$ cat config.mk
export PLATFORM = sky130hd
export DESIGN_NAME = wellrng_queue
export DESIGN_NICKNAME = d
export VERILOG_FILES = /design/src/rtl/core/wellrng_pkg.sv /design/src/rtl/core/wellrng_queue.sv
export SDC_FILE = /design/constraint.sdc
export NUM_CORES = 1
export LEC_CHECK = 0
export BUFFER_PORTS_ARGS = -buffer_cell sky130_fd_sc_hd__buf_2
export CELL_PAD_IN_SITES_DETAIL_PLACEMENT = 2
export CELL_PAD_IN_SITES_GLOBAL_PLACEMENT = 2
export CORE_MARGIN = 5
export CORE_UTILIZATION = 37
export CTS_CLUSTER_SIZE = 8
export DETAILED_ROUTE_END_ITERATION = 6
export PLACE_DENSITY_LB_ADDON = 0.1
export SYNTH_ARGS = -nofsm -noshare
export SYNTH_HDL_FRONTEND = slang
export SYNTH_SLANG_ARGS = --single-unit
$ cat constraint.sdc
create_clock -name aclk -period 2.71 [get_ports aclk]
set_input_delay 0.542 -clock aclk [delete_from_list [all_inputs] [get_ports aclk]]
set_output_delay 0.542 -clock aclk [all_outputs]
set_load 0.01 [all_outputs]
$ cat src/rtl/core/wellrng_pkg.sv
`timescale 1ns / 1ps
// Shared types, constants and mixing functions for the multi-stream WELL1024a generator.
package wellrng_pkg;

    // Field widths
    localparam int STREAM_W = 7;
    localparam int IDX_W    = 5;
    localparam int WORD_W   = 32;

    // Ring geometry and stream count default
    localparam int RING_LEN    = 32;
    localparam int THREADS_DEF = 128;
    localparam int QUEUE_DEPTH = 2;

    // Recurrence taps, relative to the ring position
    localparam logic [IDX_W-1:0] OFF_0    = 5'd0;
    localparam logic [IDX_W-1:0] OFF_M1   = 5'd3;
    localparam logic [IDX_W-1:0] OFF_M2   = 5'd24;
    localparam logic [IDX_W-1:0] OFF_M3   = 5'd10;
    localparam logic [IDX_W-1:0] OFF_LAST = 5'd31;

    // Shift amounts of the recurrence
    localparam int SH_M1   = 8;
    localparam int SH_M2   = 19;
    localparam int SH_M3   = 14;
    localparam int SH_LAST = 11;
    localparam int SH_Z1   = 7;
    localparam int SH_Z2   = 13;

    // Ring read sequence: five reads per draw
    typedef logic [2:0] step_t;
    localparam step_t LAST_STEP = 3'd4;

    typedef enum logic {
        OP_DRAW = 1'b0,
        OP_SEED = 1'b1
    } opcode_t;

    typedef struct packed {
        opcode_t             opcode;
        logic [STREAM_W-1:0] stream;
        logic [IDX_W-1:0]    word_index;
        logic [WORD_W-1:0]   seed_word;
    } rng_in_t;

    typedef struct packed {
        logic [WORD_W-1:0]   random_word;
        logic [STREAM_W-1:0] stream_out;
    } rng_out_t;

    // Number of streams the stream field can actually reach
    function automatic int stream_count(input int threads);
        return (threads < (1 << STREAM_W)) ? threads : (1 << STREAM_W);
    endfunction

    function automatic logic [WORD_W-1:0] mix_right(input logic [WORD_W-1:0] v, input int s);
        return v ^ (v >> s);
    endfunction

    function automatic logic [WORD_W-1:0] mix_left(input logic [WORD_W-1:0] v, input int s);
        return v ^ (v << s);
    endfunction

    // Tap read at each step; the position word itself is read last
    function automatic logic [IDX_W-1:0] read_offset(input step_t step);
        logic [IDX_W-1:0] off;
        unique case (step)
            3'd0:    off = OFF_LAST;
            3'd1:    off = OFF_M1;
            3'd2:    off = OFF_M2;
            3'd3:    off = OFF_M3;
            default: off = OFF_0;
        endcase
        return off;
    endfunction

endpackage

$ cat src/rtl/core/wellrng_queue.sv
`timescale 1ns / 1ps
// Short command queue between the front end and the execution unit.
module wellrng_queue
    import wellrng_pkg::*;
(
    input  logic    aclk,
    input  logic    aresetn,
    input  logic    in_valid,
    output logic    in_ready,
    input  rng_in_t in_data,
    output logic    out_valid,
    input  logic    out_ready,
    output rng_in_t out_data
);

    localparam int PW = (QUEUE_DEPTH > 1) ? $clog2(QUEUE_DEPTH) : 1;
    localparam int CW = $clog2(QUEUE_DEPTH + 1);

    rng_in_t        entry_reg [QUEUE_DEPTH];
    logic [PW-1:0]  wptr_reg, wptr_next;
    logic [PW-1:0]  rptr_reg, rptr_next;
    logic [CW-1:0]  count_reg, count_next;
    logic           push, pop;

    assign in_ready  = count_reg != CW'(QUEUE_DEPTH);
    assign out_valid = count_reg != '0;
    assign out_data  = entry_reg[rptr_reg];
    assign push      = in_valid && in_ready;
    assign pop       = out_valid && out_ready;

    // Advance pointers and occupancy
    always_comb begin
        wptr_next  = wptr_reg;
        rptr_next  = rptr_reg;
        count_next = count_reg;
        if (push) begin
            wptr_next = (wptr_reg == PW'(QUEUE_DEPTH - 1)) ? '0 : wptr_reg + 1'b1;
        end
        if (pop) begin
            rptr_next = (rptr_reg == PW'(QUEUE_DEPTH - 1)) ? '0 : rptr_reg + 1'b1;
        end
        if (push && !pop) begin
            count_next = count_reg + 1'b1;
        end else if (pop && !push) begin
            count_next = count_reg - 1'b1;
        end
    end

    always_ff @(posedge aclk) begin
        if (!aresetn) begin
            wptr_reg  <= '0;
            rptr_reg  <= '0;
            count_reg <= '0;
        end else begin
            wptr_reg  <= wptr_next;
            rptr_reg  <= rptr_next;
            count_reg <= count_next;
        end
    end

    // Store the incoming beat
    always_ff @(posedge aclk) begin
        if (push) begin
            entry_reg[wptr_reg] <= in_data;
        end
    end

endmodule

; Word-level counts from Yosys, hierarchy flattened
; Memory sizes are Yosys's and may differ from the RTL's. A register that Yosys moved wholly into a read port is not among the register bits.
; Index checks and enable logic that the tools add are counted.
[word_totals]
input_bits = 49
memories = 1
ramBits = 90
ff_bits = 4
[op_classes]
n_mux = 8
add_sub_neg = 4
n_reduce_logical = 8
n_eq_ne = 1
[mem_list]
columns = name, words, word_bits, read_ports, rd_clocked_by_memory_dff, write_ports, line
row1 = entry_reg, 2, 45, 1, 1, 1, wellrng_queue.sv:19  ; rng_in_t entry_reg [QUEUE_DEPTH];
[op_table]
columns = op, n
row1 = 1-bit 2-to-1 mux, 6
row2 = 1-bit logical AND, 4
row3 = 2-bit 2-to-1 mux, 2
row4 = 2-bit nonzero test, 2
row5 = 1-bit adder (second input constant), 2
row6 = 2-bit by 1-bit adder with 2-bit output (second input constant), 1
row7 = 1-bit logical NOT, 2
row8 = 2-bit inequality test (second input constant), 1
row9 = 2-bit by 1-bit subtractor with 2-bit output (second input constant), 1

; Depth between registers and ports, before layout
[logic_depth]
word_depth = 6
mapped_depth = 6
mapped_depth_nobuf = 6

; Worst setup path after synthesis
; Ideal clock, no wire load.
[synth_path]
path_type = reg-to-reg
start = register count_reg[0]
end = memory entry_reg[1][0] (netlist name) (enable)
t_required_ns = 2.303
path_stages_with_launch = 3
synth_period_minus_slack_ns = 2.108
t_arrival_ns = 1.701
setup_time_ns = 0.407
path_slack_ns = 0.602
path_cell_list = dfxtp_1 -> nand2b_4 -> and3_1
[synth_via]
elab_chain_cells = 4
[synth_lines]
columns = element, line
row1 = from (decl), wellrng_queue.sv:22  ; logic [CW-1:0] count_reg, count_next;
row2 = from (signal assigned), wellrng_queue.sv:57  ; count_reg <= count_next;
row3 = 2-bit inequality test, wellrng_queue.sv:25  ; assign in_ready = count_reg != CW'(QUEUE_DEPTH);
row4 = via in_ready, wellrng_queue.sv:9  ; output logic in_ready,
row5 = 1-bit logical AND, wellrng_queue.sv:28  ; assign push = in_valid && in_ready;
row6 = 1-bit 2-to-1 mux, wellrng_queue.sv:63  ; if (push) begin
row7 = 1-bit 2-to-1 mux (implied by the code), wellrng_queue.sv:64  ; entry_reg[wptr_reg] <= in_data;
row8 = to (decl), wellrng_queue.sv:19
; The timed path passes the listed nets, and every way through them passes these cells.

==> reports/metrics.cfg <==
[clock_tree]
cts_setup_buffers=0
cts-root-buf=clkbuf_8
h-tree-depth=3
cts_num_sinks=95
ctsResizeCount=0
path_clk_slew_ps=90
cts_tree=built
clock_latency_ps=360
numCtsBuffers=9
cts_hold_buf=0
cts_buffer_depth=2

[logic_synthesis]
synth.distinct_cells=19
synthCells=164
synth_edf_count=90
synth-seq-area-share=0.8060
synthArstFlopShare=0
synth_most_common_cell=edfxtp_1
yosysWarningCount=0
synth_ff_type=edfxtp_1
synth_top_cell_area_share=0.7773
synth_fp_nets=214
synthTopCellsByArea=edfxtp_1, mux2_2, dfxtp_1
synthesis.area_um2=3477
syn_area_per_cell_um2=21.20
synth-seq-cells=95
synth_largest_area_cell=edfxtp_1
synth_common_cells=edfxtp_1, mux2_2, buf_2, dfxtp_1, and2_1

[sta]
period_minus_slack_ps=2288
hold_slack_ps=372.9
fmax_mhz=437.0
fin_skew_ps=16.18
tns_ps=0
setup_violations=0
post-route-period-util=0.8444
tightest_slew_ps=612.0
hold_violations=0
slew_headroom=0.5920
slew_viol_final=0
grt_setup_unrepaired=false

[critical_path]
regToRegSetupSlack_ps=1050
crit_fanout=29
cp_cell_sequence=buf_12, mux2_2, buf_2
critPathLaunchType=flop
worst_path_max_delay_cell=dfxtp_2
required_ps=2170
end_kind=output port
crit_type=reg -> out
timing.critical_path.to=out_data[30]
worstRegToRegCells=3
worst-endpoint-arrival_ps=1750
cp_top_family=flip-flops
cp.depth=3
r2r-end=entry_reg[1][31]
r2r_start=count_reg[0]
max_stage_delay_ps=610
crit_buf_inv=2

[placement]
place.gp.congestion=0.6805
io_buffers=95
dp.cells=369
dp_hpwl_mm=5.049

[global_route]
gr-total-overflow=0
grt_pass1_vias=2054
antenna_found_initial=0
gr-usage-all-layers=0.1304
grt_max_degree=46
grt_first_pass_wirelength_mm=11.08

[floorplanning]
core_um2=9196
die_y_um=106.9
dieArea_um2=11440
rows=35
dieWidth_um=106.9
start_util=0.3781
io_pins=96

[status]
status=finished, final reports clean

[route]
wl_per_cell_um=18.64
vias_per_cell=4.747
drt_iter0_markers=75
drt_first_pass_iters=4
drcViolationCount=0
wl_mm=7.158
ant_nets=0
vias=1823

[pwr]
leakage_nw=1.615
p_per_area_nw_per_um2=901.8
power.total_mw=3.909
vdd_drop_max_mv=0.3648

[job]
drv_cap=0

[final_layout]
largest_register_ffs=90
finish.utilization=0.4713
drive_gt1_frac=0.6007
fin_cells=384
fillers=874
seq_area_um2=2804
area_growth_pct=24.65
diodes=0
multi_input_area_um2=646.9
fin_nets=319

[min_path]
min-delay-path-class=in -> reg

[metal layers]
metal	wire (µm)	global-route usage	part of all wire
met5	0	0	0
met4	86	0.04110	0.012
met3	478	0.04636	0.067
met2	3577	0.2149	0.50
met1	3016	0.1609	0.42
[cell usage in the layout (no fill, tap or decap), types with 2 or more instances in the layout]
master     count
buf_2         95
edfxtp_1      90
and2_1         4
buf_12         2
mux2_2        45
bufinv_16      2
buf_4          2
dfxtp_1        4
clkinv_4       2
xnor2_1        2
clkbuf_8       9
[area by class of cell]
cell class | instances | share of cell area
multi-input combinational | 63 | 0.1492
inverter | 1 | 0.0008661
timing repair buffer | 99 | 0.1224
sequential | 95 | 0.6469
clock inverter | 6 | 0.01992
tap | 111 | 0.03204
clock buffer | 9 | 0.02858
[cell families (layout without fill, tap and decap cells)]
| kind of cell | count (synthesis) | after routing | share of synthesized area |
|---|---|---|---|
| AOI/OAI and AO/OA | 5 | 5 | 0.01007 |
| xor gates and xnor gates | 3 | 3 | 0.007558 |
| adders and majority gates | 1 | 1 | 0.003598 |
| buffers and inverters | 6 | 115 | 0.008274 |
| DFF | 95 | 95 | 0.8060 |
| muxes | 45 | 45 | 0.1457 |
| and+or+nand+nor | 9 | 9 | 0.01871 |
[worst min path at each step]
| stage | slack [ps] | cells past startpoint | startpoint | endpoint |
|---|---|---|---|---|
| 6_report | 370 | 1 | in_data[17] | entry_reg[0][17] |
| 5_1_grt | 350 | 1 | in_data[15] | entry_reg[1][15] |
| 4_1_cts | 350 | 1 | in_data[15] | entry_reg[0][15] |
| 3_5_place_dp | 590 | 2 | count_reg[1] | count_reg[1] |
| 3_3_place_gp | 550 | 2 | count_reg[1] | count_reg[1] |
| 2_1_floorplan | 510 | 2 | count_reg[1] | count_reg[1] |
[power by group]
group,internal (mW),switching [mW]
registers,1.83,0.0950
clock network,0.513,0.467
logic,0.498,0.501
[per-stage QoR]
stage / area (µm²) / setup slack [ps]
finish: 4334 / 421.7
global route: 4334 / 307.8
CTS: 4334 / 354.7
detailed placement: 4124 / 733.9
global placement: 4124 / 761.3
floorplan: 3477 / 602.3
No activity file was read; power rests on OpenSTA's default activity.
